===== config.mk =====
export PLATFORM = sky130hd
export DESIGN_NAME = register_file_add_with_flags_flat
export DESIGN_NICKNAME = d
export VERILOG_FILES = /design/src/rtl/rfaf_pkg.sv /design/src/rtl/rfaf_req_if.sv /design/src/rtl/rfaf_rsp_if.sv /design/src/rtl/rfaf_decode.sv /design/src/rtl/rfaf_queue.sv /design/src/rtl/rfaf_execute.sv /design/src/rtl/register_file_add_with_flags.sv /design/src/flat_wrapper.sv
export SDC_FILE = /design/constraint.sdc
export NUM_CORES = 1
export LEC_CHECK = 0
export BUFFER_PORTS_ARGS = -buffer_cell sky130_fd_sc_hd__buf_2
export CAP_MARGIN = 10
export CORE_MARGIN = 4
export CORE_UTILIZATION = 50
export CTS_CLUSTER_DIAMETER = 100
export DETAILED_ROUTE_END_ITERATION = 12
export GPL_ROUTABILITY_DRIVEN = 0
export GPL_TIMING_DRIVEN = 1
export PLACE_DENSITY = 0.65
export SLEW_MARGIN = 20
export SYNTH_ARGS = -nofsm -noshare
export SYNTH_HDL_FRONTEND = slang
export SYNTH_SLANG_ARGS = --single-unit

===== constraint.sdc =====
create_clock -name clock -period 8.6 [get_ports clock]
set_input_delay 2.58 -clock clock [delete_from_list [all_inputs] [get_ports clock]]
set_output_delay 2.58 -clock clock [all_outputs]
set_load 0.005 [all_outputs]

===== src/rtl/rfaf_pkg.sv =====
// Package for the register file ADD unit with condition codes.
// Holds widths, opcode codes, flag positions and the decoded operation type.
// Used by the channel interfaces and by every RTL module of the block.
`default_nettype none

package rfaf_pkg;

   localparam int unsigned REG_COUNT   = 8;
   localparam int unsigned REG_IDX_W   = 3;
   localparam int unsigned DATA_W      = 32;
   localparam int unsigned OPCODE_W    = 16;
   localparam int unsigned CCR_W       = 8;
   localparam int unsigned QUEUE_DEPTH = 2;

   localparam logic [1:0] SIZE_BYTE = 2'd0;
   localparam logic [1:0] SIZE_WORD = 2'd1;
   localparam logic [1:0] SIZE_LONG = 2'd2;

   localparam logic [7:0] OP_ADD_B_REG = 8'h08;
   localparam logic [7:0] OP_ADD_W_REG = 8'h09;
   localparam logic [7:0] OP_ADD_L_REG = 8'h0A;
   localparam logic [7:0] OP_ADD_W_IMM = 8'h79;
   localparam logic [7:0] OP_ADD_L_IMM = 8'h7A;
   localparam logic [3:0] OP_ADD_B_IMM = 4'h8;
   localparam logic [3:0] IMM_SUBOP    = 4'h1;

   localparam int unsigned CCR_H_BIT = 5;
   localparam int unsigned CCR_N_BIT = 3;
   localparam int unsigned CCR_Z_BIT = 2;
   localparam int unsigned CCR_V_BIT = 1;
   localparam int unsigned CCR_C_BIT = 0;

   typedef struct packed {
      logic                 recognized;
      logic [1:0]           size;
      logic [REG_IDX_W-1:0] dst_idx;
      logic                 dst_sel;
      logic                 src_imm;
      logic [REG_IDX_W-1:0] src_idx;
      logic                 src_sel;
      logic [DATA_W-1:0]    imm;
   } op_type;

endpackage

`default_nettype wire


===== src/rtl/rfaf_req_if.sv =====
// Instruction channel: valid/ready handshake carrying one instruction per item.
// Depends on rfaf_pkg for the field widths.
`default_nettype none

interface rfaf_req_if;
   import rfaf_pkg::*;

   logic                valid;
   logic                ready;
   logic [OPCODE_W-1:0] opcode_word;
   logic [DATA_W-1:0]   immediate_value;

   modport source (output valid, output opcode_word, output immediate_value, input ready);
   modport sink (input valid, input opcode_word, input immediate_value, output ready);
endinterface

`default_nettype wire


===== src/rtl/rfaf_rsp_if.sv =====
// Result channel: valid/ready handshake carrying one result per item.
// Depends on rfaf_pkg for the field widths.
`default_nettype none

interface rfaf_rsp_if;
   import rfaf_pkg::*;

   logic                 valid;
   logic                 ready;
   logic                 recognized;
   logic [REG_IDX_W-1:0] dest_register;
   logic [DATA_W-1:0]    sum_value;
   logic [CCR_W-1:0]     ccr_after;

   modport source (output valid, output recognized, output dest_register, output sum_value,
                   output ccr_after, input ready);
   modport sink (input valid, input recognized, input dest_register, input sum_value,
                 input ccr_after, output ready);
endinterface

`default_nettype wire


===== src/rtl/rfaf_decode.sv =====
// Front end: accepts instruction items and classifies them into ADD operations.
// Depends on rfaf_pkg and rfaf_req_if; feeds rfaf_queue.
`default_nettype none

module rfaf_decode (
   rfaf_req_if.sink         req_chan,
   input  wire logic        push_ready,
   output logic             push_valid,
   output rfaf_pkg::op_type push_op
);
   import rfaf_pkg::*;

   logic [7:0] first_byte;
   logic [3:0] hi_nib;
   logic [3:0] lo_nib;
   op_type     op;

   assign first_byte = req_chan.opcode_word[15:8];
   assign hi_nib     = req_chan.opcode_word[7:4];
   assign lo_nib     = req_chan.opcode_word[3:0];

   always_comb begin
      op = '0;
      if (first_byte == OP_ADD_B_REG) begin
         op.recognized = 1'b1;
         op.size       = SIZE_BYTE;
         op.dst_idx    = lo_nib[2:0];
         op.dst_sel    = lo_nib[3];
         op.src_idx    = hi_nib[2:0];
         op.src_sel    = hi_nib[3];
      end else if (first_byte == OP_ADD_W_REG) begin
         op.recognized = 1'b1;
         op.size       = SIZE_WORD;
         op.dst_idx    = lo_nib[2:0];
         op.dst_sel    = lo_nib[3];
         op.src_idx    = hi_nib[2:0];
         op.src_sel    = hi_nib[3];
      end else if (first_byte == OP_ADD_L_REG && hi_nib[3]) begin
         op.recognized = 1'b1;
         op.size       = SIZE_LONG;
         op.dst_idx    = lo_nib[2:0];
         op.src_idx    = hi_nib[2:0];
      end else if (first_byte == OP_ADD_W_IMM && hi_nib == IMM_SUBOP) begin
         op.recognized = 1'b1;
         op.size       = SIZE_WORD;
         op.dst_idx    = lo_nib[2:0];
         op.dst_sel    = lo_nib[3];
         op.src_imm    = 1'b1;
         op.imm        = {16'h0000, req_chan.immediate_value[15:0]};
      end else if (first_byte == OP_ADD_L_IMM && hi_nib == IMM_SUBOP) begin
         op.recognized = 1'b1;
         op.size       = SIZE_LONG;
         op.dst_idx    = lo_nib[2:0];
         op.src_imm    = 1'b1;
         op.imm        = req_chan.immediate_value;
      end else if (first_byte[7:4] == OP_ADD_B_IMM) begin
         op.recognized = 1'b1;
         op.size       = SIZE_BYTE;
         op.dst_idx    = first_byte[2:0];
         op.dst_sel    = first_byte[3];
         op.src_imm    = 1'b1;
         op.imm        = {24'h000000, req_chan.opcode_word[7:0]};
      end
   end

   assign push_valid     = req_chan.valid;
   assign push_op        = op;
   assign req_chan.ready = push_ready;

endmodule

`default_nettype wire


===== src/rtl/rfaf_queue.sv =====
// Short queue of decoded operations between the front end and the execute stage.
// Depends on rfaf_pkg for the operation type.
`default_nettype none

module rfaf_queue #(
   parameter int unsigned Depth = rfaf_pkg::QUEUE_DEPTH
) (
   input  wire logic             clock,
   input  wire logic             reset,
   input  wire logic             push_valid,
   output logic                  push_ready,
   input  wire rfaf_pkg::op_type push_op,
   input  wire logic             pop,
   output logic                  head_valid,
   output rfaf_pkg::op_type      head_op
);
   import rfaf_pkg::*;

   localparam int unsigned PtrW = (Depth > 1) ? $clog2(Depth) : 1;
   localparam int unsigned CntW = $clog2(Depth + 1);

   op_type            entry_ff [Depth];
   logic [PtrW-1:0]   wr_ptr_ff;
   logic [PtrW-1:0]   wr_ptr_in;
   logic [PtrW-1:0]   rd_ptr_ff;
   logic [PtrW-1:0]   rd_ptr_in;
   logic [CntW-1:0]   count_ff;
   logic [CntW-1:0]   count_in;
   logic              push;

   assign push_ready = (count_ff != CntW'(Depth));
   assign push       = push_valid && push_ready;
   assign head_valid = (count_ff != '0);
   assign head_op    = entry_ff[rd_ptr_ff];

   always_comb begin
      wr_ptr_in = wr_ptr_ff;
      rd_ptr_in = rd_ptr_ff;
      if (push) begin
         wr_ptr_in = (wr_ptr_ff == PtrW'(Depth - 1)) ? '0 : wr_ptr_ff + 1'b1;
      end
      if (pop) begin
         rd_ptr_in = (rd_ptr_ff == PtrW'(Depth - 1)) ? '0 : rd_ptr_ff + 1'b1;
      end
      case ({push, pop})
         2'b10:   count_in = count_ff + 1'b1;
         2'b01:   count_in = count_ff - 1'b1;
         default: count_in = count_ff;
      endcase
   end

   always_ff @(posedge clock) begin
      if (reset) begin
         wr_ptr_ff <= '0;
         rd_ptr_ff <= '0;
         count_ff  <= '0;
      end else begin
         wr_ptr_ff <= wr_ptr_in;
         rd_ptr_ff <= rd_ptr_in;
         count_ff  <= count_in;
      end
   end

   always_ff @(posedge clock) begin
      if (push) begin
         entry_ff[wr_ptr_ff] <= push_op;
      end
   end

`ifndef SYNTHESIS
   a_count_bound: assert property (@(posedge clock) disable iff (reset)
      count_ff <= CntW'(Depth))
      else $error("queue count exceeds its depth");
   a_no_pop_empty: assert property (@(posedge clock) disable iff (reset)
      (count_ff == '0) |-> !pop)
      else $error("execute stage took an item from an empty queue");
   a_push_grows: assert property (@(posedge clock) disable iff (reset)
      (push && !pop) |=> (count_ff == $past(count_ff) + 1'b1))
      else $error("queue count did not grow on a lone push");
`endif

endmodule

`default_nettype wire


===== src/rtl/rfaf_execute.sv =====
// Back end: register file read, add with flags, write back and the result register.
// Depends on rfaf_pkg and rfaf_rsp_if; takes operations from rfaf_queue.
`default_nettype none

module rfaf_execute (
   input  wire logic             clock,
   input  wire logic             reset,
   input  wire logic             head_valid,
   input  wire rfaf_pkg::op_type head_op,
   output logic                  pop,
   rfaf_rsp_if.source            rsp_chan
);
   import rfaf_pkg::*;

   logic [DATA_W-1:0]    regfile_mem [REG_COUNT];
   logic [REG_COUNT-1:0] mem_valid_ff;
   logic [REG_COUNT-1:0] mem_valid_in;

   logic                 op_valid_ff;
   logic                 op_valid_in;
   op_type               op_ff;
   logic [DATA_W-1:0]    dst_data_ff;
   logic [DATA_W-1:0]    src_data_ff;
   logic [CCR_W-1:0]     ccr_ff;

   logic                 out_valid_ff;
   logic                 out_valid_in;
   logic                 out_recognized_ff;
   logic [REG_IDX_W-1:0] out_dest_ff;
   logic [DATA_W-1:0]    out_sum_ff;
   logic [CCR_W-1:0]     out_ccr_ff;

   logic                 fire;
   logic                 load;
   logic                 wr_en;
   logic [DATA_W-1:0]    opnd_a;
   logic [DATA_W-1:0]    opnd_b;
   logic [DATA_W:0]      sum_full;
   logic [DATA_W-1:0]    result;
   logic [DATA_W-1:0]    merged;
   logic [DATA_W-1:0]    ovf_vec;
   logic [4:0]           top_bit;
   logic [4:0]           half_bit;
   logic                 carry;
   logic [CCR_W-1:0]     ccr_new;

   assign fire  = op_valid_ff && (!out_valid_ff || rsp_chan.ready);
   assign load  = !op_valid_ff || fire;
   assign pop   = load && head_valid;
   assign wr_en = fire && op_ff.recognized;

   always_comb begin
      case (op_ff.size)
         SIZE_BYTE: begin
            opnd_a = {24'h000000, op_ff.dst_sel ? dst_data_ff[7:0] : dst_data_ff[15:8]};
            if (op_ff.src_imm) begin
               opnd_b = {24'h000000, op_ff.imm[7:0]};
            end else begin
               opnd_b = {24'h000000, op_ff.src_sel ? src_data_ff[7:0] : src_data_ff[15:8]};
            end
         end
         SIZE_WORD: begin
            opnd_a = {16'h0000, op_ff.dst_sel ? dst_data_ff[31:16] : dst_data_ff[15:0]};
            if (op_ff.src_imm) begin
               opnd_b = {16'h0000, op_ff.imm[15:0]};
            end else begin
               opnd_b = {16'h0000, op_ff.src_sel ? src_data_ff[31:16] : src_data_ff[15:0]};
            end
         end
         default: begin
            opnd_a = dst_data_ff;
            opnd_b = op_ff.src_imm ? op_ff.imm : src_data_ff;
         end
      endcase
   end

   assign sum_full = {1'b0, opnd_a} + {1'b0, opnd_b};
   assign ovf_vec  = ~(opnd_a ^ opnd_b) & (opnd_a ^ sum_full[DATA_W-1:0]);

   always_comb begin
      case (op_ff.size)
         SIZE_BYTE: begin
            result   = {24'h000000, sum_full[7:0]};
            carry    = sum_full[8];
            top_bit  = 5'd7;
            half_bit = 5'd4;
            if (op_ff.dst_sel) begin
               merged = {dst_data_ff[31:8], sum_full[7:0]};
            end else begin
               merged = {dst_data_ff[31:16], sum_full[7:0], dst_data_ff[7:0]};
            end
         end
         SIZE_WORD: begin
            result   = {16'h0000, sum_full[15:0]};
            carry    = sum_full[16];
            top_bit  = 5'd15;
            half_bit = 5'd12;
            if (op_ff.dst_sel) begin
               merged = {sum_full[15:0], dst_data_ff[15:0]};
            end else begin
               merged = {dst_data_ff[31:16], sum_full[15:0]};
            end
         end
         default: begin
            result   = sum_full[DATA_W-1:0];
            carry    = sum_full[DATA_W];
            top_bit  = 5'd31;
            half_bit = 5'd28;
            merged   = sum_full[DATA_W-1:0];
         end
      endcase
   end

   // The half carry is the carry into the bit above the low nibble group.
   always_comb begin
      ccr_new            = ccr_ff;
      ccr_new[CCR_H_BIT] = sum_full[half_bit] ^ opnd_a[half_bit] ^ opnd_b[half_bit];
      ccr_new[CCR_N_BIT] = sum_full[top_bit];
      ccr_new[CCR_Z_BIT] = (result == '0);
      ccr_new[CCR_V_BIT] = ovf_vec[top_bit];
      ccr_new[CCR_C_BIT] = carry;
   end

   always_comb begin
      op_valid_in  = op_valid_ff;
      out_valid_in = out_valid_ff;
      mem_valid_in = mem_valid_ff;
      if (load) begin
         op_valid_in = head_valid;
      end
      if (fire) begin
         out_valid_in = 1'b1;
      end else if (rsp_chan.ready) begin
         out_valid_in = 1'b0;
      end
      if (wr_en) begin
         mem_valid_in[op_ff.dst_idx] = 1'b1;
      end
   end

   always_ff @(posedge clock) begin
      if (reset) begin
         op_valid_ff  <= 1'b0;
         out_valid_ff <= 1'b0;
         mem_valid_ff <= '0;
         ccr_ff       <= '0;
      end else begin
         op_valid_ff  <= op_valid_in;
         out_valid_ff <= out_valid_in;
         mem_valid_ff <= mem_valid_in;
         if (wr_en) begin
            ccr_ff <= ccr_new;
         end
      end
   end

   // A write in the same cycle as a read is forwarded to the read data.
   always_ff @(posedge clock) begin
      if (wr_en) begin
         regfile_mem[op_ff.dst_idx] <= merged;
      end
      if (load) begin
         op_ff <= head_op;
      end
      if (pop) begin
         if (wr_en && op_ff.dst_idx == head_op.dst_idx) begin
            dst_data_ff <= merged;
         end else if (mem_valid_ff[head_op.dst_idx]) begin
            dst_data_ff <= regfile_mem[head_op.dst_idx];
         end else begin
            dst_data_ff <= '0;
         end
         if (wr_en && op_ff.dst_idx == head_op.src_idx) begin
            src_data_ff <= merged;
         end else if (mem_valid_ff[head_op.src_idx]) begin
            src_data_ff <= regfile_mem[head_op.src_idx];
         end else begin
            src_data_ff <= '0;
         end
      end
   end

   always_ff @(posedge clock) begin
      if (fire) begin
         out_recognized_ff <= op_ff.recognized;
         out_dest_ff       <= op_ff.recognized ? op_ff.dst_idx : '0;
         out_sum_ff        <= op_ff.recognized ? result : '0;
         out_ccr_ff        <= op_ff.recognized ? ccr_new : ccr_ff;
      end
   end

   assign rsp_chan.valid         = out_valid_ff;
   assign rsp_chan.recognized    = out_recognized_ff;
   assign rsp_chan.dest_register = out_dest_ff;
   assign rsp_chan.sum_value     = out_sum_ff;
   assign rsp_chan.ccr_after     = out_ccr_ff;

`ifndef SYNTHESIS
   a_ccr_hold: assert property (@(posedge clock) disable iff (reset)
      (!fire || !op_ff.recognized) |=> $stable(ccr_ff))
      else $error("condition codes changed without an executed ADD");
   a_ccr_report: assert property (@(posedge clock) disable iff (reset)
      fire |=> (rsp_chan.valid && rsp_chan.ccr_after == ccr_ff))
      else $error("reported condition codes differ from the architectural ones");
   a_valid_clear: assert property (@(posedge clock)
      reset |=> (mem_valid_ff == '0))
      else $error("register valid bits not cleared by reset");
`endif

endmodule

`default_nettype wire


===== src/rtl/register_file_add_with_flags.sv =====
// Top level of the register file ADD unit with condition codes.
// Depends on rfaf_pkg, rfaf_req_if, rfaf_rsp_if, rfaf_decode, rfaf_queue and rfaf_execute.
//
//   Channel   Direction  Handshake         Payload
//   req_chan  in         valid/ready       opcode_word, immediate_value
//   rsp_chan  out        valid/ready       recognized, dest_register, sum_value, ccr_after
//
// One item is accepted per cycle and one result leaves per cycle when nothing stalls.
// An accepted item is held in the queue, then registered with its register file read data;
// the add, flags and write back end as the result is taken into the result register.
// Reset is synchronous and clears the queue, the pipeline, the CCR and the register valid bits.
// A stalled result holds the execute stage; the queue then fills and drops req_chan.ready.
`default_nettype none

module register_file_add_with_flags #(
   parameter int unsigned QueueDepth = rfaf_pkg::QUEUE_DEPTH
) (
   input  wire logic  clock,
   input  wire logic  reset,
   rfaf_req_if.sink   req_chan,
   rfaf_rsp_if.source rsp_chan
);
   import rfaf_pkg::*;

   logic   push_valid;
   logic   push_ready;
   op_type push_op;
   logic   pop;
   logic   head_valid;
   op_type head_op;

   rfaf_decode u_decode (
      .req_chan   (req_chan),
      .push_ready (push_ready),
      .push_valid (push_valid),
      .push_op    (push_op)
   );

   rfaf_queue #(
      .Depth (QueueDepth)
   ) u_queue (
      .clock      (clock),
      .reset      (reset),
      .push_valid (push_valid),
      .push_ready (push_ready),
      .push_op    (push_op),
      .pop        (pop),
      .head_valid (head_valid),
      .head_op    (head_op)
   );

   rfaf_execute u_execute (
      .clock      (clock),
      .reset      (reset),
      .head_valid (head_valid),
      .head_op    (head_op),
      .pop        (pop),
      .rsp_chan   (rsp_chan)
   );

endmodule

`default_nettype wire


===== src/flat_wrapper.sv =====
// flat-port wrapper written by rule: the top's interface ports become plain ports
module register_file_add_with_flags_flat import rfaf_pkg::*;
#(
   parameter int unsigned QueueDepth = rfaf_pkg::QUEUE_DEPTH
)
  (clock, reset, req_chan_valid, req_chan_opcode_word, req_chan_immediate_value, req_chan_ready, rsp_chan_valid, rsp_chan_recognized, rsp_chan_dest_register, rsp_chan_sum_value, rsp_chan_ccr_after, rsp_chan_ready);
  rfaf_req_if req_chan_i ();
  rfaf_rsp_if rsp_chan_i ();
  input  wire logic clock;
  input  wire logic reset;
  input wire logic [$bits(req_chan_i.valid)-1:0] req_chan_valid;
  input wire logic [$bits(req_chan_i.opcode_word)-1:0] req_chan_opcode_word;
  input wire logic [$bits(req_chan_i.immediate_value)-1:0] req_chan_immediate_value;
  output wire logic [$bits(req_chan_i.ready)-1:0] req_chan_ready;
  output wire logic [$bits(rsp_chan_i.valid)-1:0] rsp_chan_valid;
  output wire logic [$bits(rsp_chan_i.recognized)-1:0] rsp_chan_recognized;
  output wire logic [$bits(rsp_chan_i.dest_register)-1:0] rsp_chan_dest_register;
  output wire logic [$bits(rsp_chan_i.sum_value)-1:0] rsp_chan_sum_value;
  output wire logic [$bits(rsp_chan_i.ccr_after)-1:0] rsp_chan_ccr_after;
  input wire logic [$bits(rsp_chan_i.ready)-1:0] rsp_chan_ready;
  assign req_chan_i.valid = req_chan_valid;
  assign req_chan_i.opcode_word = req_chan_opcode_word;
  assign req_chan_i.immediate_value = req_chan_immediate_value;
  assign req_chan_ready = req_chan_i.ready;
  assign rsp_chan_valid = rsp_chan_i.valid;
  assign rsp_chan_recognized = rsp_chan_i.recognized;
  assign rsp_chan_dest_register = rsp_chan_i.dest_register;
  assign rsp_chan_sum_value = rsp_chan_i.sum_value;
  assign rsp_chan_ccr_after = rsp_chan_i.ccr_after;
  assign rsp_chan_i.ready = rsp_chan_ready;
  register_file_add_with_flags #(.QueueDepth(QueueDepth)) u_core (.clock(clock), .reset(reset), .req_chan(req_chan_i), .rsp_chan(rsp_chan_i));
endmodule

==> flow_summary.ini <==
[power]
ir_drop_uv = 320.2
power_density_nw_per_um2 = 407.6
p_leak_nw = 10.29

[setup_path]
required_ns = 8.94
path_class = reg2reg
cp-start-kind = flop
r2r_slack_ns = 2.45
reg2reg_from = u_core.u_execute.op_ff[41]
cp-end-kind = flop
r2r-end = u_core.u_execute.rsp_chan.ccr_after[5]
path_max_fanout = 37
reg2reg_depth = 18
cp.arrival_ns = 6.49

[grt]
antenna_found_initial = 2
grt_usage = 0.2622
grt_pass1_vias = 17286
grt_max_degree = 93
grt_pass1_wl_um = 108200
grt_overflow = 0

[timing]
post-route-min-period_ns = 6.146
relSlewSlack = 0.3019
fmax_ghz = 0.1627
fin_setup_tns_ns = 0
rsz0062_at_grt = no
hold_viol = 0
slew_viol_final = 0
skew_ns = 0.02104
setup_viol = 0
fin_crit_sh = 0.7147
worst_pin_slew_ns = 1.043
worst_slack_ns = 2.454

[layout]
multiInputGateArea_sq_um = 9897
layout-drive-gt1-share = 0.1680
nNetsFinal = 2229
antenna_cells = 0
final_common_cell = edfxtp_1
syn_to_final_growth_pct = 10.89
fillers = 4098
regArea_sq_um = 15120
final_cell_mix = edfxtp_1 (490), nand2_1 (331), nor2_1 (105)

[drt]
antenna_left = 0
num_vias = 18413
vias_per_cell = 6.447
wl_per_cell_um = 25.46
first_pass_iters = 6
drt-total-wl_um = 72710
drc = 0
drt_iter0_markers = 2533

[die]
core_area_sq_um = 50380
rows = 82
die_w_um = 234.4
dieArea_sq_um = 54960
initial_core_util = 0.5089
die-height_um = 234.4
io_pins = 98

[logic_synthesis]
synth-seq-area-share = 0.5896
syn_area_sq_um = 25630
netlist_instances = 2104
synth.distinct_cells = 88
yosysWarnings = 0
synth-edff-count = 490
syn_avg_cell_area_sq_um = 12.18
ys_seq_elements = 510
async_flop_share = 0
synth-main-ff-cell = edfxtp_1

[worst_hold_path]
min-delay-start = u_core.u_execute.ccr_ff[2]
min_path_type = reg2reg
hold_depth = 2
min_to = u_core.u_execute.ccr_ff[2]

[cts]
postCtsHoldBufs = 0
clk_latency_ns = 0.60
path_clk_slew_ns = 0.06
clockBufferDepth = 3
cts_sinks = 510
cts_tree = yes
htree_levels = 2
numCtsBuffers = 51
postCtsSetupRepairBufs = 0
ctsResizeCount = 0
root_buffer = clkbuf_16

[placed_design]
dp_slack_ns = 2.290
place_hpwl_um = 47460
io_buffers = 94

[run]
max_cap_violations = 0

[outcome]
status = finished clean
## per-stage QoR
stage	power (mW)	std cells	hold slack [ns]	instance area, sq um	util
final	11.59	2856	0.4903	28430	0.5643
after global routing	12.13	2856	0.5147	28430	0.5643
after CTS	11.47	2855	0.4871	28390	0.5636
after detailed placement	9.307	2761	0.4768	26780	0.5316
after global placement	9.225	2761	0.4762	26780	0.5315
after floorplan	7.485	2106	0.4530	25640	-
## layer usage
layer | part of all wire | up-vias | track usage
li1 | - | 8125 | -
met1 | 0.40 | 9087 | 0.3704
met2 | 0.45 | 1034 | 0.3990
met3 | 0.11 | 165 | 0.05941
met4 | 0.043 | 2 | 0.1034
met5 | 0.00018 | - | 0
## cells in the mapped netlist (all sizes together) (5+ instances only)
cell    instances  area (sq um)
edfxtp        490         14710
nand2         333          1250
nor2          109         409.1
clkbuf        100         375.4
o22ai          89         556.8
a21oi          87         442.9
mux2i          70         700.7
nand3          70         350.3
mux4           66          1486
and2           61         381.6
o21ai          57         285.3
and3           53         331.6
inv            50         187.7
buf            49         251.5
mux2           47         529.3
a31oi          38         237.7
a311oi         36         321.6
ha             33         412.9
xnor2          22         192.7
dfxtp          20         400.4
a22o           19         166.4
a221oi         14         135.1
nor3           14         70.07
a21o           12         98.84
nand2b         11         68.82
nand4          11         75.07
xor2           11         96.34
a211oi         10         80.07
a22oi          10         75.07
o21a           10         75.07
o21bai         10         75.07
o221ai         10         93.84
or3             8         50.05
o22a            7         61.31
nor2b           5         31.28
or2             5         31.28
## state kept, by name (all words and copies together) (netlist names), 2 cells and up, named ones only
register	count
u_core.u_execute.regfile_mem	256
u_core.u_execute.rsp_chan.dest_register	3
u_core.u_execute.ccr_ff	5
u_core.u_queue.entry_ff	88
u_core.u_execute.mem_valid_ff	8
u_core.u_execute.rsp_chan.ccr_after	5
u_core.u_execute.src_data_ff	32
u_core.u_execute.rsp_chan.sum_value	32
u_core.u_execute.op_ff	41
u_core.u_queue.count_ff	2
u_core.u_execute.dst_data_ff	32
## worst max-delay path, cell delays in order (launching register included)
cell	delay [ns]
edfxtp_1	0.35
buf_4	0.26
inv_1	0.61
nand2_2	0.59
o22ai_1	0.27
o21ai_0	0.09
o21ai_0	0.10
o21ai_0	0.12
ha_1	0.28
fa_1	0.46
a21o_1	0.23
a221oi_2	0.53
or3_1	0.22
o2111a_1	0.35
a221oi_1	0.13
a211oi_1	0.68
o21ai_0	0.24
xor2_1	0.25
a21oi_1	0.09
## where the power goes
part / switching [mW] / leakage [nW] / total [mW] / internal [mW]
logic: 3.63 / 4.71 / 5.33 / 1.70
clock network: 0.914 / 0.773 / 2.16 / 1.24
registers: 0.319 / 4.80 / 4.10 / 3.78
total: 4.87 / 10.3 / 11.6 / 6.72
## worst max-delay path by stage
stage,end,from
finish,u_core.u_execute.rsp_chan.ccr_after[5],u_core.u_execute.op_ff[41]
global route,u_core.u_execute.rsp_chan.ccr_after[2],u_core.u_execute.op_ff[41]
CTS,u_core.u_execute.rsp_chan.ccr_after[5],u_core.u_execute.op_ff[41]
detailed placement,u_core.u_execute.rsp_chan.ccr_after[2],u_core.u_execute.op_ff[41]
global placement,u_core.u_execute.rsp_chan.ccr_after[5],u_core.u_execute.op_ff[41]
floorplan,u_core.u_execute.regfile_mem[0][0],rsp_chan_ready
## cell type report
| cell class | count | area share |
|---|---|---|
| flip-flops and latches | 510 | 0.5318 |
| multi-input cells | 1396 | 0.3482 |
| clock buffers | 71 | 0.04859 |
| well taps | 672 | 0.02958 |
| repair buffers | 133 | 0.02711 |
| clock inverters | 23 | 0.008011 |
| inverters | 51 | 0.006778 |
## cells by family (layout without fill, tap and decap cells)
| logic type | Yosys count | after routing | share of synthesized area |
|---|---|---|---|
| compound gates | 443 | 443 | 0.1189 |
| flops | 510 | 510 | 0.5896 |
| buf+inv | 200 | 278 | 0.03192 |
| xor+xnor | 33 | 33 | 0.01127 |
| fa+ha+maj | 34 | 34 | 0.01689 |
| simple gates | 700 | 700 | 0.1253 |
| mux | 183 | 183 | 0.1060 |
| other cells | 1 | 3 | 0.0001463 |
Note: power is estimated with default switching activity, not from simulation.
